==> config.mk <==
export PLATFORM = sky130hd
export DESIGN_NAME = affine_byte_cipher_unit_flat
export DESIGN_NICKNAME = d
export VERILOG_FILES = /design/src/rtl/abc_pkg.sv /design/src/rtl/abc_if.sv /design/src/rtl/abc_div.sv /design/src/rtl/abc_dp.sv /design/src/rtl/abc_ctrl.sv /design/src/rtl/affine_byte_cipher_unit.sv /design/src/flat_wrapper.sv
export SDC_FILE = /design/constraint.sdc
export NUM_CORES = 1
export LEC_CHECK = 0
export BUFFER_PORTS_ARGS = -buffer_cell sky130_fd_sc_hd__buf_4
export CAP_MARGIN = 20
export CORE_MARGIN = 1.5
export CORE_UTILIZATION = 41
export DETAILED_ROUTE_END_ITERATION = 6
export PLACE_DENSITY = 0.66
export SLEW_MARGIN = 5
export SYNTH_ARGS = -nofsm -noshare
export SYNTH_HDL_FRONTEND = slang
export SYNTH_SLANG_ARGS = --single-unit
==> constraint.sdc <==
create_clock -name clk -period 12.65 [get_ports clk]
set_input_delay 3.795 -clock clk [delete_from_list [all_inputs] [get_ports clk]]
set_output_delay 3.795 -clock clk [all_outputs]
set_load 0.01 [all_outputs]
==> src/rtl/abc_pkg.sv <==
// ----------------------------------------------------------------------------
// abc_pkg
// Shared widths, register indexes, reset values and controller/datapath
// command and status types of the affine byte cipher.
// ----------------------------------------------------------------------------
package abc_pkg;

  // field and internal widths
  localparam int unsigned DATA_W    = 8;   // byte fields, key registers
  localparam int unsigned MOD_W     = 9;   // modulus, remainders, Euclid residues
  localparam int unsigned PROD_W    = 17;  // widest dividend: inverse times shifted byte
  localparam int unsigned COEF_W    = 10;  // signed Bezout coefficient
  localparam int unsigned CNT_W     = 5;   // divider step counter, holds PROD_W
  localparam int unsigned CFG_IDX_W = 2;

  // configuration register indexes
  localparam logic [CFG_IDX_W-1:0] REG_KEY_MULT   = 2'd0;
  localparam logic [CFG_IDX_W-1:0] REG_KEY_OFFSET = 2'd1;
  localparam logic [CFG_IDX_W-1:0] REG_MODULUS    = 2'd2;

  // reset values of the configuration registers
  localparam logic [DATA_W-1:0] KEY_MULT_RST   = 8'd3;
  localparam logic [DATA_W-1:0] KEY_OFFSET_RST = 8'd5;
  localparam logic [MOD_W-1:0]  MODULUS_RST    = 9'd256;

  // legal range of the modulus
  localparam logic [MOD_W-1:0] MOD_MIN = 9'd2;
  localparam logic [MOD_W-1:0] MOD_MAX = 9'd256;

  // operation codes of the kind field
  localparam logic KIND_ENCRYPT = 1'b0;
  localparam logic KIND_DECRYPT = 1'b1;

  // operand selection for the shared divider
  typedef enum logic [2:0] {
    DIV_SRC_ENC,   // key_mult * byte + key_offset, by the modulus
    DIV_SRC_AMOD,  // key_mult by the modulus
    DIV_SRC_BMOD,  // key_offset by the modulus
    DIV_SRC_EUC,   // one Euclid step, r0 by r1
    DIV_SRC_PROD   // inverse times shifted byte, by the modulus
  } div_src_t;

  // controller to datapath
  typedef struct packed {
    logic     load_item;
    logic     div_go;
    div_src_t div_src;
    logic     cap_a;
    logic     cap_b;
    logic     euc_upd;
    logic     fix;
    logic     out_load;
  } dp_cmd_t;

  // datapath to controller
  typedef struct packed {
    logic kind;
    logic div_done;
    logic r1_zero;
    logic r0_one;
  } dp_stat_t;

  // register value clamped into the legal modulus range
  function automatic logic [MOD_W-1:0] eff_modulus(input logic [MOD_W-1:0] m);
    logic [MOD_W-1:0] res;
    begin
      if (m < MOD_MIN) begin
        res = MOD_MIN;
      end else if (m > MOD_MAX) begin
        res = MOD_MAX;
      end else begin
        res = m;
      end
      return res;
    end
  endfunction

endpackage

==> src/rtl/abc_if.sv <==
// ----------------------------------------------------------------------------
// abc_if
// Valid/ready channels of the affine byte cipher: input beats and result beats.
// ----------------------------------------------------------------------------
interface abc_in_if import abc_pkg::*; ();
  logic              valid;
  logic              ready;
  logic              kind;
  logic [DATA_W-1:0] data_in;

  modport source (output valid, output kind, output data_in, input ready);
  modport sink   (input valid, input kind, input data_in, output ready);
endinterface

interface abc_out_if import abc_pkg::*; ();
  logic              valid;
  logic              ready;
  logic [DATA_W-1:0] data_out;
  logic              key_error;

  modport source (output valid, output data_out, output key_error, input ready);
  modport sink   (input valid, input data_out, input key_error, output ready);
endinterface

==> src/rtl/abc_div.sv <==
// ----------------------------------------------------------------------------
// abc_div
// Restoring divider, one quotient bit per cycle. Short operations take a
// 9-bit dividend and 9 steps, long ones a 17-bit dividend and 17 steps.
// ----------------------------------------------------------------------------
module abc_div import abc_pkg::*; (
  input  logic              clk,
  input  logic              rst_n,
  input  logic              start,
  input  logic              short_op,
  input  logic [PROD_W-1:0] dividend,
  input  logic [MOD_W-1:0]  divisor,
  output logic              done,
  output logic [PROD_W-1:0] quot,
  output logic [MOD_W-1:0]  rem
);

  logic [PROD_W-1:0] dq_r, dq_nxt;
  logic [MOD_W-1:0]  rem_r, rem_nxt;
  logic [MOD_W-1:0]  dvs_r, dvs_nxt;
  logic [CNT_W-1:0]  cnt_r, cnt_nxt;
  logic              busy_r, busy_nxt;
  logic              done_r, done_nxt;
  logic [MOD_W:0]    shifted;
  logic [MOD_W:0]    trial;

  // partial remainder with the next dividend bit brought down
  assign shifted = {rem_r, dq_r[PROD_W-1]};
  assign trial   = shifted - {1'b0, dvs_r};

  // step logic
  always_comb begin
    dq_nxt   = dq_r;
    rem_nxt  = rem_r;
    dvs_nxt  = dvs_r;
    cnt_nxt  = cnt_r;
    busy_nxt = busy_r;
    done_nxt = busy_r && (cnt_r == CNT_W'(1));
    if (start) begin
      busy_nxt = 1'b1;
      rem_nxt  = '0;
      dvs_nxt  = divisor;
      if (short_op) begin
        dq_nxt  = {dividend[MOD_W-1:0], {(PROD_W-MOD_W){1'b0}}};
        cnt_nxt = CNT_W'(MOD_W);
      end else begin
        dq_nxt  = dividend;
        cnt_nxt = CNT_W'(PROD_W);
      end
    end else if (busy_r) begin
      if (shifted >= {1'b0, dvs_r}) begin
        rem_nxt = trial[MOD_W-1:0];
        dq_nxt  = {dq_r[PROD_W-2:0], 1'b1};
      end else begin
        rem_nxt = shifted[MOD_W-1:0];
        dq_nxt  = {dq_r[PROD_W-2:0], 1'b0};
      end
      cnt_nxt = cnt_r - CNT_W'(1);
      if (cnt_r == CNT_W'(1)) begin
        busy_nxt = 1'b0;
      end
    end
  end

  // control registers
  always_ff @(posedge clk) begin
    if (!rst_n) begin
      busy_r <= 1'b0;
      done_r <= 1'b0;
      cnt_r  <= '0;
    end else begin
      busy_r <= busy_nxt;
      done_r <= done_nxt;
      cnt_r  <= cnt_nxt;
    end
  end

  // operand registers
  always_ff @(posedge clk) begin
    dq_r  <= dq_nxt;
    rem_r <= rem_nxt;
    dvs_r <= dvs_nxt;
  end

  assign done = done_r;
  assign quot = dq_r;
  assign rem  = rem_r;

endmodule

==> src/rtl/abc_dp.sv <==
// ----------------------------------------------------------------------------
// abc_dp
// Datapath: configuration registers, item registers, extended Euclid
// registers, inverse fix-up, operand selection for the shared divider and
// the result register.
// ----------------------------------------------------------------------------
module abc_dp import abc_pkg::*; (
  input  logic                 clk,
  input  logic                 rst_n,
  input  logic                 cfg_we,
  input  logic [CFG_IDX_W-1:0] cfg_index,
  input  logic [MOD_W-1:0]     cfg_wdata,
  input  logic                 in_kind,
  input  logic [DATA_W-1:0]    in_data,
  input  dp_cmd_t              cmd,
  output dp_stat_t             stat,
  output logic [DATA_W-1:0]    out_data,
  output logic                 out_err
);

  logic [DATA_W-1:0]        key_mult_r, key_offset_r;
  logic [MOD_W-1:0]         modulus_r;
  logic                     kind_r;
  logic [DATA_W-1:0]        x_r;
  logic [MOD_W-1:0]         r0_r, r1_r;
  logic signed [COEF_W-1:0] s0_r, s1_r;
  logic [MOD_W-1:0]         d_r;
  logic [DATA_W-1:0]        inv_r;
  logic                     err_r;
  logic [DATA_W-1:0]        out_data_r;
  logic                     out_err_r;

  logic [MOD_W-1:0]           n_eff;
  logic [2*DATA_W-1:0]        enc_prod;
  logic [PROD_W-1:0]          dec_prod;
  logic [PROD_W-1:0]          div_dividend;
  logic [MOD_W-1:0]           div_divisor;
  logic                       div_short;
  logic                       div_done;
  logic [PROD_W-1:0]          div_quot;
  logic [MOD_W-1:0]           div_rem;
  logic [MOD_W:0]             d_sum;
  logic signed [2*COEF_W-1:0] qs;
  logic signed [COEF_W-1:0]   s_step;
  logic signed [COEF_W:0]     s_ext, n_ext, s_pos, s_red;

  assign n_eff = eff_modulus(modulus_r);

  // configuration writes, unknown indexes are dropped
  always_ff @(posedge clk) begin
    if (!rst_n) begin
      key_mult_r   <= KEY_MULT_RST;
      key_offset_r <= KEY_OFFSET_RST;
      modulus_r    <= MODULUS_RST;
    end else if (cfg_we) begin
      unique case (cfg_index)
        REG_KEY_MULT:   key_mult_r   <= cfg_wdata[DATA_W-1:0];
        REG_KEY_OFFSET: key_offset_r <= cfg_wdata[DATA_W-1:0];
        REG_MODULUS:    modulus_r    <= cfg_wdata;
        default: ;
      endcase
    end
  end

  // multiplier products feeding the divider
  assign enc_prod = {{DATA_W{1'b0}}, key_mult_r} * {{DATA_W{1'b0}}, x_r};
  assign dec_prod = {{MOD_W{1'b0}}, inv_r} * {{DATA_W{1'b0}}, d_r};

  // divider operand selection
  always_comb begin
    div_dividend = '0;
    div_divisor  = n_eff;
    div_short    = 1'b1;
    case (cmd.div_src)
      DIV_SRC_ENC: begin
        div_dividend = PROD_W'(enc_prod) + PROD_W'(key_offset_r);
        div_short    = 1'b0;
      end
      DIV_SRC_AMOD: div_dividend = PROD_W'(key_mult_r);
      DIV_SRC_BMOD: div_dividend = PROD_W'(key_offset_r);
      DIV_SRC_EUC: begin
        div_dividend = PROD_W'(r0_r);
        div_divisor  = r1_r;
      end
      DIV_SRC_PROD: begin
        div_dividend = dec_prod;
        div_short    = 1'b0;
      end
      default: ;
    endcase
  end

  abc_div u_div (
    .clk      (clk),
    .rst_n    (rst_n),
    .start    (cmd.div_go),
    .short_op (div_short),
    .dividend (div_dividend),
    .divisor  (div_divisor),
    .done     (div_done),
    .quot     (div_quot),
    .rem      (div_rem)
  );

  // ciphertext minus the reduced offset plus the modulus, always positive
  assign d_sum = {2'b00, x_r} + {1'b0, n_eff} - {1'b0, div_rem};

  // Euclid coefficient step, true value stays within the modulus
  assign qs     = $signed({1'b0, div_quot[MOD_W-1:0]}) * s1_r;
  assign s_step = s0_r - $signed(qs[COEF_W-1:0]);

  // bring the final coefficient into 0 .. n-1
  assign s_ext = {s0_r[COEF_W-1], s0_r};
  assign n_ext = {2'b00, n_eff};
  assign s_pos = s0_r[COEF_W-1] ? (s_ext + n_ext) : s_ext;
  assign s_red = (s_pos >= n_ext) ? (s_pos - n_ext) : s_pos;

  // item and Euclid registers
  always_ff @(posedge clk) begin
    if (cmd.load_item) begin
      kind_r <= in_kind;
      x_r    <= in_data;
      err_r  <= 1'b0;
    end
    if (cmd.cap_a) begin
      r0_r <= n_eff;
      r1_r <= div_rem;
      s0_r <= '0;
      s1_r <= COEF_W'(1);
    end
    if (cmd.cap_b) begin
      d_r <= d_sum[MOD_W-1:0];
    end
    if (cmd.euc_upd) begin
      r0_r <= r1_r;
      r1_r <= div_rem;
      s0_r <= s1_r;
      s1_r <= s_step;
    end
    if (cmd.fix) begin
      err_r <= (r0_r != MOD_W'(1));
      inv_r <= s_red[DATA_W-1:0];
    end
    if (cmd.out_load) begin
      out_data_r <= err_r ? '0 : div_rem[DATA_W-1:0];
      out_err_r  <= err_r;
    end
  end

  assign stat.kind     = kind_r;
  assign stat.div_done = div_done;
  assign stat.r1_zero  = (r1_r == '0);
  assign stat.r0_one   = (r0_r == MOD_W'(1));

  assign out_data = out_data_r;
  assign out_err  = out_err_r;

endmodule

==> src/rtl/abc_ctrl.sv <==
// ----------------------------------------------------------------------------
// abc_ctrl
// Controller: sequences the divider through the encrypt or decrypt recipe
// and owns the input ready and the result valid.
// ----------------------------------------------------------------------------
module abc_ctrl import abc_pkg::*; (
  input  logic     clk,
  input  logic     rst_n,
  input  logic     in_valid,
  output logic     in_ready,
  output logic     out_valid,
  input  logic     out_ready,
  input  dp_stat_t stat,
  output dp_cmd_t  cmd
);

  typedef enum logic [10:0] {
    ST_IDLE    = 11'b000_0000_0001,
    ST_START   = 11'b000_0000_0010,
    ST_ENC_WT  = 11'b000_0000_0100,
    ST_AMOD_WT = 11'b000_0000_1000,
    ST_BMOD_WT = 11'b000_0001_0000,
    ST_EUC_CHK = 11'b000_0010_0000,
    ST_EUC_WT  = 11'b000_0100_0000,
    ST_FIX     = 11'b000_1000_0000,
    ST_PROD_GO = 11'b001_0000_0000,
    ST_PROD_WT = 11'b010_0000_0000,
    ST_DONE    = 11'b100_0000_0000
  } state_t;

  state_t state_r, state_nxt;
  logic   out_valid_r, out_valid_nxt;

  assign in_ready  = (state_r == ST_IDLE);
  assign out_valid = out_valid_r;

  // next state and commands
  always_comb begin
    state_nxt = state_r;
    cmd       = '0;
    unique case (state_r)
      ST_IDLE: begin
        if (in_valid) begin
          cmd.load_item = 1'b1;
          state_nxt     = ST_START;
        end
      end
      ST_START: begin
        cmd.div_go = 1'b1;
        if (stat.kind == KIND_DECRYPT) begin
          cmd.div_src = DIV_SRC_AMOD;
          state_nxt   = ST_AMOD_WT;
        end else begin
          cmd.div_src = DIV_SRC_ENC;
          state_nxt   = ST_ENC_WT;
        end
      end
      ST_ENC_WT: begin
        if (stat.div_done) begin
          state_nxt = ST_DONE;
        end
      end
      ST_AMOD_WT: begin
        // take a mod n and start b mod n at once
        if (stat.div_done) begin
          cmd.cap_a   = 1'b1;
          cmd.div_go  = 1'b1;
          cmd.div_src = DIV_SRC_BMOD;
          state_nxt   = ST_BMOD_WT;
        end
      end
      ST_BMOD_WT: begin
        if (stat.div_done) begin
          cmd.cap_b = 1'b1;
          state_nxt = ST_EUC_CHK;
        end
      end
      ST_EUC_CHK: begin
        if (stat.r1_zero) begin
          state_nxt = ST_FIX;
        end else begin
          cmd.div_go  = 1'b1;
          cmd.div_src = DIV_SRC_EUC;
          state_nxt   = ST_EUC_WT;
        end
      end
      ST_EUC_WT: begin
        if (stat.div_done) begin
          cmd.euc_upd = 1'b1;
          state_nxt   = ST_EUC_CHK;
        end
      end
      ST_FIX: begin
        // gcd other than one ends the item with a key error
        cmd.fix = 1'b1;
        if (stat.r0_one) begin
          state_nxt = ST_PROD_GO;
        end else begin
          state_nxt = ST_DONE;
        end
      end
      ST_PROD_GO: begin
        cmd.div_go  = 1'b1;
        cmd.div_src = DIV_SRC_PROD;
        state_nxt   = ST_PROD_WT;
      end
      ST_PROD_WT: begin
        if (stat.div_done) begin
          state_nxt = ST_DONE;
        end
      end
      ST_DONE: begin
        if (!out_valid_r || out_ready) begin
          cmd.out_load = 1'b1;
          state_nxt    = ST_IDLE;
        end
      end
      default: state_nxt = ST_IDLE;
    endcase
  end

  // result beat held until taken
  assign out_valid_nxt = cmd.out_load ? 1'b1 : (out_ready ? 1'b0 : out_valid_r);

  always_ff @(posedge clk) begin
    if (!rst_n) begin
      state_r     <= ST_IDLE;
      out_valid_r <= 1'b0;
    end else begin
      state_r     <= state_nxt;
      out_valid_r <= out_valid_nxt;
    end
  end

endmodule

==> src/rtl/affine_byte_cipher_unit.sv <==
// ----------------------------------------------------------------------------
// affine_byte_cipher_unit
// Affine cipher on bytes with configurable multiplier, offset and modulus.
// ----------------------------------------------------------------------------
// Encrypt beats give (a*x + b) mod N, decrypt beats give inv(a)*(y - b) mod N
// with the inverse found by extended Euclid; a decrypt whose multiplier shares
// a factor with N returns 0 with key_error set. One item is worked on at a
// time, but a new beat is taken while the previous result still waits in the
// output register. Every step runs on one shared bit-serial divider (one
// quotient bit per cycle), so the item time is set by its passes: encrypt
// takes one pass, decrypt one each for a mod N and b mod N, one per Euclid
// step (at most 11 for N up to 256) and a final product pass; a decrypt
// that ends in a key error skips the final product pass.
// Configuration registers (0 key_mult, 1 key_offset, 2 modulus) are to be
// written only while no item is in flight, which the block does not enforce;
// modulus values below 2 act as 2 and values above 256 act as 256.
module affine_byte_cipher_unit import abc_pkg::*; (
  input  logic                 clk,
  input  logic                 rst_n,
  abc_in_if.sink               in_ch,
  abc_out_if.source            out_ch,
  input  logic                 cfg_we,
  input  logic [CFG_IDX_W-1:0] cfg_index,
  input  logic [MOD_W-1:0]     cfg_wdata
);

  dp_cmd_t  cmd;
  dp_stat_t stat;

  // sequencer
  abc_ctrl u_ctrl (
    .clk       (clk),
    .rst_n     (rst_n),
    .in_valid  (in_ch.valid),
    .in_ready  (in_ch.ready),
    .out_valid (out_ch.valid),
    .out_ready (out_ch.ready),
    .stat      (stat),
    .cmd       (cmd)
  );

  // arithmetic and registers
  abc_dp u_dp (
    .clk       (clk),
    .rst_n     (rst_n),
    .cfg_we    (cfg_we),
    .cfg_index (cfg_index),
    .cfg_wdata (cfg_wdata),
    .in_kind   (in_ch.kind),
    .in_data   (in_ch.data_in),
    .cmd       (cmd),
    .stat      (stat),
    .out_data  (out_ch.data_out),
    .out_err   (out_ch.key_error)
  );

endmodule

==> src/flat_wrapper.sv <==
// flat-port wrapper written by rule: the top's interface ports become plain ports
module affine_byte_cipher_unit_flat import abc_pkg::*;
  (clk, rst_n, cfg_we, cfg_index, cfg_wdata, in_ch_valid, in_ch_kind, in_ch_data_in, in_ch_ready, out_ch_valid, out_ch_data_out, out_ch_key_error, out_ch_ready);
  abc_in_if in_ch_i ();
  abc_out_if out_ch_i ();
  input  logic clk;
  input  logic rst_n;
  input  logic cfg_we;
  input  logic [CFG_IDX_W-1:0] cfg_index;
  input  logic [MOD_W-1:0] cfg_wdata;
  input wire logic [$bits(in_ch_i.valid)-1:0] in_ch_valid;
  input wire logic [$bits(in_ch_i.kind)-1:0] in_ch_kind;
  input wire logic [$bits(in_ch_i.data_in)-1:0] in_ch_data_in;
  output wire logic [$bits(in_ch_i.ready)-1:0] in_ch_ready;
  output wire logic [$bits(out_ch_i.valid)-1:0] out_ch_valid;
  output wire logic [$bits(out_ch_i.data_out)-1:0] out_ch_data_out;
  output wire logic [$bits(out_ch_i.key_error)-1:0] out_ch_key_error;
  input wire logic [$bits(out_ch_i.ready)-1:0] out_ch_ready;
  assign in_ch_i.valid = in_ch_valid;
  assign in_ch_i.kind = in_ch_kind;
  assign in_ch_i.data_in = in_ch_data_in;
  assign in_ch_ready = in_ch_i.ready;
  assign out_ch_valid = out_ch_i.valid;
  assign out_ch_data_out = out_ch_i.data_out;
  assign out_ch_key_error = out_ch_i.key_error;
  assign out_ch_i.ready = out_ch_ready;
  affine_byte_cipher_unit u_core (.clk(clk), .rst_n(rst_n), .in_ch(in_ch_i), .out_ch(out_ch_i), .cfg_we(cfg_we), .cfg_index(cfg_index), .cfg_wdata(cfg_wdata));
endmodule
==> flow_metrics.env, run 1 <==
export IMPL_critPathLaunchType="flop"
export IMPL_yosys_warnings=0
export IMPL_synth_xor_area_share_pct=5.02
export IMPL_drt_wl_total_mm=35.1
export IMPL_overflow=0
export IMPL_ctsHoldBuffers=0
export IMPL_ys_ff_latch=153
export IMPL_avgSynthCellArea_um2=9.45
export IMPL_grt_setup_unrepaired="no"
export IMPL_grt_pass1_vias=10800
export IMPL_worstMarginPinSlew_ps=1030
export IMPL_synth_fp_nets=1831
export IMPL_yosysTopAreaCellShare_pct=20.7
export IMPL_drv_cap=0
export IMPL_yosysUniqueCellTypes=71
export IMPL_finalSetupViolCount=0
export IMPL_drc_errors=0
export IMPL_finClkSkew_ps=7.57
export IMPL_core_um2=34600
export IMPL_path_clk_slew_ps=60
export IMPL_synth_compound_area_share_pct=9.67
export IMPL_place_hpwl_mm=27.6
export IMPL_htreeDepth=4
export IMPL_portBuffers=35
export IMPL_tritoncts="yes"
export IMPL_num_vias=10600
export IMPL_crit_type="flop to primary output"
export IMPL_cp_max_fo=8
export IMPL_synthCells=1533
export IMPL_slowest_delay_ps=430
export IMPL_worst_setup_path_end_kind="primary output"
export IMPL_area_delta_synth_final_pct=9.33
export IMPL_antenna_diode_count=0
export IMPL_drt_iter0_drc=829
export IMPL_post_route_period_util_pct=45.1
export IMPL_rows=68
export IMPL_place_inst=1987
export IMPL_slowest_stage="dfxtp_1"
export IMPL_muxShareOfSynthArea_pct=3.00
export IMPL_async_reset_ff_share_pct=0
export IMPL_fin_cells=2019
export IMPL_grt_max_degree=39
export IMPL_first_pass_iters=5
export IMPL_path_delay_family="simple AND/OR/NAND/NOR gates"
export IMPL_post_route_min_period_ps=5700
export IMPL_ioPinCount=36
export IMPL_slew_headroom_pct=31.2
export IMPL_cp_data_required_time_ps=8850
export IMPL_cts_resized=0
export IMPL_slew_viol_final=0
export IMPL_viasPerCell=5.27
export IMPL_synth_area_um2=14500
export IMPL_status="complete, no violations"
export IMPL_synth_ff_type="edfxtp_1"
export IMPL_die_h_um=191
export IMPL_root_buffer="clkbuf_16"
export IMPL_synth_area_leaders="edfxtp_1 21%, fa_1 18%, ha_1 13%"
export IMPL_finalSetupTns_ps=0
export IMPL_synth_edf_count=100
export IMPL_power_density_nw_per_um2=122
export IMPL_post_drt_wl_per_cell_um=17.4
export IMPL_die_w_um=191
export IMPL_finalHoldViolCount=0
export IMPL_netlist_top_cell_by_area="edfxtp_1"
export IMPL_place_congestion=0.933
export IMPL_ys_seq_area_share_pct=28.0
export IMPL_drtAntennaViolNets=0
export IMPL_ir_drop_v=0.000147
export IMPL_start_util_pct=41.8
export IMPL_drive_gt1_share_pct=6.33
export IMPL_worst_ep_arrival_time_ps=1910
export IMPL_cts_setup_buffers=0
export IMPL_leakage_nw=7.17
export IMPL_hp_class="flop to flop"
export IMPL_synth_top_family_by_area="adder cells"
export IMPL_antenna_found_initial=0
export IMPL_synthAdderAreaFrac_pct=30.2
export IMPL_crit_buf_inv=3
export IMPL_synth_simple_gate_area_share_pct=17.0
export IMPL_cts_buffer_depth=2
export IMPL_max_freq_mhz=175
export IMPL_cts_inserted_buffers=17
export IMPL_final_nets=1849
export IMPL_path_cells="nor4_4 > nand3_1 > inv_1 > nand3_1 > inv_1 > buf_4"
export IMPL_cts_sinks=153
export IMPL_grtUsageTotal_pct=20.3
export IMPL_grt_first_pass_wirelength_mm=57.0
export IMPL_clk_latency_ps=430
export IMPL_dieArea_um2=36500
## worst reg2reg max path: cells and delay by family (launching register included)
| kind | cells | cell delay (ps) |
|---|---|---|
| adders and majority gates | 5 | 2390 |
| AOI/OAI and AO/OA | 5 | 1330 |
| DFF | 1 | 500 |
| and+or+nand+nor | 2 | 370 |
| xor gates and xnor gates | 1 | 240 |
| buffers and inverters | 2 | 100 |
## state kept, by name, summed over array words and instances (netlist names), 5 cells and up
signal	cells
u_core.u_dp.u_div.rem	9
u_core.u_dp.r1_r	9
u_core.u_ctrl.state_r	11
u_core.u_dp.inv_r	8
u_core.u_dp.key_offset_r	8
u_core.u_dp.modulus_r	9
u_core.u_dp.key_mult_r	8
u_core.u_dp.u_div.quot	17
u_core.u_dp.u_div.cnt_r	5
u_core.u_dp.d_r	9
u_core.u_dp.s0_r	10
u_core.u_dp.r0_r	9
u_core.u_dp.x_r	8
u_core.u_dp.u_div.dvs_r	9
u_core.u_dp.out_data	8
u_core.u_dp.s1_r	10
## stage by stage
| stage | util, % | power [mW] | setup WS [ps] | hold WS, ps | instance area (µm²) |
|---|---|---|---|---|---|
| after floorplan | - | 1.20 | 7650 | 455 | 14500 |
| after global placement | 43.9 | 1.37 | 7420 | 499 | 15200 |
| after detailed placement | 43.9 | 1.39 | 7420 | 509 | 15200 |
| after CTS | 45.7 | 1.95 | 6940 | 521 | 15800 |
| after global routing | 45.7 | 2.07 | 6760 | 540 | 15800 |
| final | 45.7 | 1.94 | 6950 | 527 | 15800 |
## path summary, 6_finish.rpt
kind	to	cells after the start	slack [ps]	from
worst max-delay path	in_ch_ready	6	6950	u_core.u_ctrl.state_r[4]$_SDFFE_PN0P_
worst max register to register	u_core.u_dp.u_div.quot[16]$_DFFE_PP_	15	7460	u_core.u_dp.d_r[1]$_DFFE_PP_
worst min-delay path	u_core.u_dp.u_div.cnt_r[1]$_SDFFE_PN0P_	2	530	u_core.u_dp.u_div.cnt_r[1]$_SDFFE_PN0P_
worst min register to register	u_core.u_dp.u_div.cnt_r[1]$_SDFFE_PN0P_	2	530	u_core.u_dp.u_div.cnt_r[1]$_SDFFE_PN0P_
## area by class of cell
class | instances | area [µm²]
Multi-Input combinational cell | 1107 | 9410
Fill cell | 3281 | 18800
Sequential cell | 153 | 4060
Timing Repair Buffer | 40 | 300
Tap cell | 455 | 569
Clock buffer | 18 | 429
Inverter | 232 | 871
Clock inverter | 14 | 194
## report_power, final
| part | switching, mW | internal (mW) | total, mW | leakage (nW) |
|---|---|---|---|---|
| clock network | 0.217 | 0.331 | 0.548 | 0.297 |
| logic | 0.427 | 0.333 | 0.760 | 5.57 |
| registers | 0.0518 | 0.576 | 0.628 | 1.31 |
| total | 0.696 | 1.24 | 1.94 | 7.17 |
## per-layer routing
metal | up-vias | wire length, µm | GRT usage (%)
li1 | 5077 | - | -
met1 | 5205 | 15800 | 27.5
met2 | 306 | 16500 | 33.3
met3 | 44 | 2060 | 3.03
met4 | 0 | 806 | 6.15
met5 | - | 0 | 0
## placed cells by master, fill, tap and decap left out, drive strengths merged, types with 3 or more instances in the layout
| cell | instances |
|---|---|
| o221ai | 4 |
| buf | 40 |
| mux2i | 30 |
| fa | 127 |
| clkinv | 5 |
| nor3 | 23 |
| nand2b | 12 |
| nor4 | 6 |
| or2 | 5 |
| ha | 146 |
| a211oi | 12 |
| o21bai | 7 |
| nand4 | 5 |
| clkinvlp | 3 |
| nand3b | 5 |
| dfxtp | 53 |
| o21a | 8 |
| a22oi | 10 |
| xnor2 | 55 |
| inv | 234 |
| bufinv | 4 |
| and3 | 4 |
| edfxtp | 100 |
| a21o | 17 |
| o21ai | 61 |
| clkbuf | 18 |
| nand3 | 13 |
| nor2 | 93 |
| nand2 | 153 |
| and2 | 135 |
| nor2b | 20 |
| o41ai | 3 |
| nor3b | 6 |
| o211ai | 6 |
| a31oi | 3 |
| xor2 | 28 |
| mux2 | 12 |
| a21oi | 67 |
## cells in the mapped netlist, types with 2 or more instances
cell / number
and2_1: 135
nor3b_1: 6
o41ai_1: 2
nand2_1: 153
a21o_1: 17
a22oi_1: 10
xnor2_1: 55
dfxtp_1: 53
o21a_1: 8
a31oi_1: 3
clkbuf_1: 34
a211oi_1: 12
nand2b_1: 12
buf_2: 3
a2111oi_0: 2
nor3_1: 23
nor2b_1: 20
xor2_1: 28
fa_1: 127
o21bai_1: 7
nor4b_1: 2
or3_1: 2
buf_1: 3
and3_1: 4
a211o_1: 2
mux2_2: 12
or2_2: 3
ha_1: 146
mux2i_1: 30
inv_1: 231
o211ai_1: 6
nand4_1: 5
o221ai_1: 3
nand4b_1: 2
nand3_1: 13
edfxtp_1: 100
o21ai_0: 61
a21oi_1: 67
nand3b_1: 5
nor2_1: 92
nor4_1: 4
## cell families after synthesis
kind of cell / count (synthesis)
simple gates: 489
buf+inv: 273
fa+ha+maj: 273
compound gates: 220
flops: 153
xor+xnor: 83
mux: 42
Note: power is estimated with default switching activity, not from simulation.
==> run 2, diff against run 1 <==
==> constraint.sdc (replaced) <==
create_clock -name clk -period 5.35 [get_ports clk]
set_input_delay 1.605 -clock clk [delete_from_list [all_inputs] [get_ports clk]]
set_output_delay 1.605 -clock clk [all_outputs]
set_load 0.01 [all_outputs]
==> run 2 against run 1 <==
Net effect: sequential cell count is the same; register-to-register slack got worse by 7200 ps; largest power group unchanged; worst setup slack worse by 6700 ps; cell area increased by 0.69%; largest cell class unchanged; first-iteration DRC count decreased by 12%; non-clock buffer count grew 20.
==> flow_metrics.env, run 2 (same netlist as run 1, synthesis figures left out) <==
export IMPL_cp_data_required_time_ps=5500
export IMPL_post_drt_wl_per_cell_um=17.6
export IMPL_finalSetupTns_ps=0
export IMPL_grtUsageTotal_pct=20.5
export IMPL_cts_sinks=153
export IMPL_place_hpwl_mm=28.2
export IMPL_power_total_mw=4.54
export IMPL_setup_ws_ps=239
export IMPL_htreeDepth=4
export IMPL_root_buffer="clkbuf_16"
export IMPL_drv_cap=0
export IMPL_start_util_pct=41.8
export IMPL_dieArea_um2=36500
export IMPL_crit_type="flop to flop"
export IMPL_die_w_um=191
export IMPL_leakage_nw=7.26
export IMPL_ctsHoldBuffers=0
export IMPL_drt_wl_total_mm=35.8
export IMPL_hp_class="flop to flop"
export IMPL_status="complete, no violations"
export IMPL_grt_max_degree=39
export IMPL_fill_cells=3264
export IMPL_drtAntennaViolNets=0
export IMPL_layout_common_cells="231 x inv_1, 153 x nand2_1, 146 x ha_1"
export IMPL_area_delta_synth_final_pct=10.1
export IMPL_portBuffers=35
export IMPL_cts_setup_buffers=0
export IMPL_postPlaceCellArea_um2=15400
export IMPL_cts_inserted_buffers=17
export IMPL_antenna_diode_count=0
export IMPL_first_pass_iters=7
export IMPL_pre_cts_slack_ps=186
export IMPL_core_um2=34600
export IMPL_rows=68
export IMPL_cts_resized=0
export IMPL_power_density_nw_per_um2=285
export IMPL_viasPerCell=5.22
export IMPL_slew_headroom_pct=30.9
export IMPL_finalSetupViolCount=0
export IMPL_hold_slack_ps=514
export IMPL_place_congestion=0.900
export IMPL_overflow=0
export IMPL_worst_ep_arrival_time_ps=5260
export IMPL_worstMarginPinSlew_ps=1040
export IMPL_path_clk_slew_ps=70
export IMPL_die_h_um=191
export IMPL_cts_buffer_depth=2
export IMPL_tritoncts="yes"
export IMPL_post_route_period_util_pct=95.5
export IMPL_place_inst=2007
export IMPL_grt_pass1_vias=10800
export IMPL_slew_viol_final=0
export IMPL_fin_area_um2=16000
export IMPL_grt_first_pass_wirelength_mm=57.2
export IMPL_drc_errors=0
export IMPL_ioPinCount=36
export IMPL_final_nets=1869
export IMPL_clk_latency_ps=440
export IMPL_finClkSkew_ps=10.9
export IMPL_fin_cells=2039
export IMPL_worst_setup_path_end_kind="flop"
export IMPL_grt_setup_unrepaired="no"
export IMPL_cp_max_fo=8
export IMPL_antenna_found_initial=0
export IMPL_post_route_min_period_ps=5110
export IMPL_finalHoldViolCount=0
export IMPL_drt_iter0_drc=726
export IMPL_ir_drop_v=0.000299
export IMPL_largest_reg_flops=17
export IMPL_postLayoutCoreUtil_pct=46.1
export IMPL_critPathLaunchType="flop"
export IMPL_num_vias=10700
export IMPL_max_freq_mhz=196
export IMPL_drive_gt1_share_pct=7.58
export IMPL_layout_cells_most_common="inv_1"
[run 2: worst max-delay path, cell delays in order (launching register included)]
cell and delay [ps]:
edfxtp_1 500, and2_1 230, fa_1 510, fa_1 540, fa_1 560, inv_1 60
fa_1 530, inv_1 50, ha_1 260, a2111oi_2 340, nor3_1 120, a41o_1 280
o41ai_2 300, o21ai_0 180, xnor2_1 230, o221ai_1 140
[run 2: area by class of cell]
cell class / instances / area [µm²] / share of cell area [%]
Timing Repair Buffer: 60 / 450 / 2.82
Clock inverter: 15 / 161 / 1.01
Multi-Input combinational cell: 1107 / 9410 / 59.0
Sequential cell: 153 / 4060 / 25.5
Tap cell: 455 / 569 / 3.57
Clock buffer: 17 / 425 / 2.67
Inverter: 232 / 871 / 5.46
[run 2: where the power goes]
group	total [mW]	internal [mW]	switching, mW
Clock	1.22	0.661	0.560
Sequential	1.48	1.36	0.117
Combinational	1.84	0.797	1.05
Total	4.54	2.82	1.72
[run 2: final timing paths]
kind	start	to	slack, ps	cells after the start
hold / removal	u_core.u_ctrl.state_r[2]$_SDFFE_PN0P_	u_core.u_ctrl.state_r[2]$_SDFFE_PN0P_	510	2
setup reg to reg	u_core.u_dp.d_r[1]$_DFFE_PP_	u_core.u_dp.u_div.quot[16]$_DFFE_PP_	240	15
hold reg to reg	u_core.u_ctrl.state_r[2]$_SDFFE_PN0P_	u_core.u_ctrl.state_r[2]$_SDFFE_PN0P_	510	2
setup / recovery	u_core.u_dp.d_r[1]$_DFFE_PP_	u_core.u_dp.u_div.quot[16]$_DFFE_PP_	240	15
[run 2: routing by layer]
metal	part of all wire [%]	vias to the layer above	global-route usage, %	wire, µm
met5	0	-	0	0
met4	3.0	0	7.81	1080
met3	5.2	62	2.68	1860
met2	46	319	32.9	16400
met1	46	5136	28.0	16500
li1	-	5133	-	-
==> run 3, diff against run 2 <==
--- a/config.mk
+++ b/config.mk
@@ -5,6 +5,7 @@
 export SDC_FILE = /design/constraint.sdc
 export NUM_CORES = 1
 export LEC_CHECK = 0
+export ABC_AREA = 1
 export BUFFER_PORTS_ARGS = -buffer_cell sky130_fd_sc_hd__buf_4
 export CAP_MARGIN = 20
 export CORE_MARGIN = 1.5
==> run 3 against run 2 <==
Net effect: power increased by 29%; routed wire length increased by 8.4%; maximum frequency increased by 8.2%; first-iteration DRC count increased by 16%; worst hold slack got worse by 38 ps; critical path depth increased by 1; sequential cell count unchanged; worst setup slack improved by 390 ps; final cell count increased by 26%; sequential share of layout area decreased by 1.3 points.
==> flow_metrics.env, run 3 <==
export IMPL_finalHoldViolCount=0
export IMPL_final_nets=2341
export IMPL_slowest_delay_ps=560
export IMPL_post_route_period_util_pct=88.3
export IMPL_clk_latency_ps=440
export IMPL_antenna_diode_count=0
export IMPL_synth_area_um2=15600
export IMPL_drt_iter0_drc=845
export IMPL_num_vias=12600
export IMPL_drc_errors=0
export IMPL_multi_input_area_um2=9420
export IMPL_rows=71
export IMPL_finalSetupViolCount=0
export IMPL_path_cells="nand2_1 > fa_1 > fa_1 > fa_1 > fa_1 > inv_1 > ha_1 > a21oi_1 > nand3_1 > or2_2 > nand3_1 > o21ai_0 > o21ai_1 > nand2_1 > nand2_1 > nand2_1"
export IMPL_place_congestion=0.920
export IMPL_synth_area_leaders="edfxtp_1 19%, fa_1 16%, nand2_1 12%"
export IMPL_ir_drop_v=0.000259
export IMPL_ioPinCount=36
export IMPL_htreeDepth=4
export IMPL_grtUsageTotal_pct=20.9
export IMPL_worstMarginPinSlew_ps=1030
export IMPL_slew_viol_final=0
export IMPL_slew_headroom_pct=31.0
export IMPL_largest_reg_flops=17
export IMPL_finalSetupTns_ps=0
export IMPL_die_w_um=198
export IMPL_ys_ff_latch=153
export IMPL_layout_common_cells="488 x nand2_1, 473 x inv_1, 146 x ha_1"
export IMPL_crit_buf_inv=1
export IMPL_grt_setup_unrepaired="no"
export IMPL_yosysMostFrequentCell="nand2_1"
export IMPL_place_hpwl_mm=31.7
export IMPL_core_um2=37600
export IMPL_crit_type="flop to flop"
export IMPL_portBuffers=35
export IMPL_ctsHoldBuffers=0
export IMPL_cts_buffer_depth=2
export IMPL_synthCells=2046
export IMPL_path_clk_slew_ps=70
export IMPL_layout_cells_most_common="nand2_1"
export IMPL_worst_setup_path_end_kind="flop"
export IMPL_root_buffer="clkbuf_16"
export IMPL_yosysUniqueCellTypes=52
export IMPL_synth_fp_nets=2344
export IMPL_ys_seq_area_share_pct=26.1
export IMPL_drtAntennaViolNets=0
export IMPL_critPathLaunchType="flop"
export IMPL_path_delay_family="adder cells"
export IMPL_post_route_min_period_ps=4720
export IMPL_first_pass_iters=6
export IMPL_viasPerCell=4.91
export IMPL_yosysTopAreaCellShare_pct=19.3
export IMPL_grt_first_pass_wirelength_mm=64.1
export IMPL_die_h_um=198
export IMPL_grt_pass1_vias=12900
export IMPL_async_reset_ff_share_pct=0
export IMPL_slowest_stage="edfxtp_1"
export IMPL_power_density_nw_per_um2=349
export IMPL_hp_class="flop to flop"
export IMPL_cts_sinks=153
export IMPL_post_drt_wl_per_cell_um=15.1
export IMPL_avgSynthCellArea_um2=7.62
export IMPL_synth_edf_count=100
export IMPL_cts_inserted_buffers=17
export IMPL_seqCellArea_um2=4060
export IMPL_cts_resized=0
export IMPL_yosys_warnings=0
export IMPL_worst_ep_arrival_time_ps=4920
export IMPL_finClkSkew_ps=8.93
export IMPL_area_delta_synth_final_pct=7.94
export IMPL_cts_setup_buffers=0
export IMPL_cp_data_required_time_ps=5550
export IMPL_synth_common_cells="488 x nand2_1, 473 x inv_1, 146 x ha_1"
export IMPL_max_freq_mhz=212
export IMPL_antenna_found_initial=0
export IMPL_netlist_top_cell_by_area="edfxtp_1"
export IMPL_dieArea_um2=39200
export IMPL_synth_ff_type="edfxtp_1"
export IMPL_cp_max_fo=8
export IMPL_drv_cap=0
export IMPL_status="complete, no violations"
export IMPL_drive_gt1_share_pct=6.08
export IMPL_tritoncts="yes"
export IMPL_drt_wl_total_mm=38.9
export IMPL_grt_max_degree=39
export IMPL_postLayoutCoreUtil_pct=44.8
export IMPL_fill_cells=3747
export IMPL_start_util_pct=41.5
export IMPL_leakage_nw=8.95
export IMPL_overflow=0
## run 3: cell types whose count changed after synthesis, sizes merged, moves of 13 or more
cell and change:
nand2 +349, inv +255, and2 -134, nand3 +71, nor2 +63, o21ai +50, xnor2 -34, mux2i -30
nor2b -20, a21o -16, nand4 +14, buf +13
## run 3: cell type report
class | count | area share, %
clock buffer | 18 | 2.55
timing repair buffer | 41 | 1.83
clock inverter | 14 | 0.803
multi-input combinational | 1342 | 55.9
tap | 511 | 3.80
inverter | 488 | 10.9
sequential | 153 | 24.1
## run 3: report_power, final
part	internal, mW	switching [mW]
Clock	0.614	0.554
Combinational	1.13	1.86
Sequential	1.48	0.228
Total	3.23	2.65
## run 3: kinds of logic after synthesis
logic type / Yosys count / share of synthesized area (%)
compound gates: 224 / 7.76
xor+xnor: 50 / 2.81
fa+ha+maj: 273 / 28.0
buf+inv: 551 / 13.6
flops: 153 / 26.1
simple gates: 795 / 21.8
## run 3: worst paths after layout
kind | slack (ps) | end | start | cells past startpoint
min | 480 | u_core.u_dp.r1_r[1]$_DFFE_PP_ | u_core.u_dp.u_div.rem[1]$_SDFFE_PP0P_ | 0
min reg2reg | 480 | u_core.u_dp.r1_r[1]$_DFFE_PP_ | u_core.u_dp.u_div.rem[1]$_SDFFE_PP0P_ | 0
max reg2reg | 630 | u_core.u_dp.u_div.quot[8]$_DFFE_PP_ | u_core.u_dp.d_r[0]$_DFFE_PP_ | 16
max | 630 | u_core.u_dp.u_div.quot[8]$_DFFE_PP_ | u_core.u_dp.d_r[0]$_DFFE_PP_ | 16
## run 3: metal layers
metal  vias up  wire length (µm)  global-route usage [%]
met5         -                 0                       0
met4         0               786                    6.30
met3        51              2110                    2.67
met2       312             18200                    35.3
met1      5961             17700                    27.9
li1       6289                 -                       -
## run 3: metrics by stage
step	setup slack (ps)	hold WS [ps]	area, µm²	power, mW	instances
final	627	476	16800	5.87	2567
after global routing	252	500	16800	6.43	2567
after global placement	682	452	16300	4.66	2535
after floorplan	967	424	15600	3.98	2046
after detailed placement	638	458	16300	4.71	2535
after CTS	624	474	16800	5.89	2567
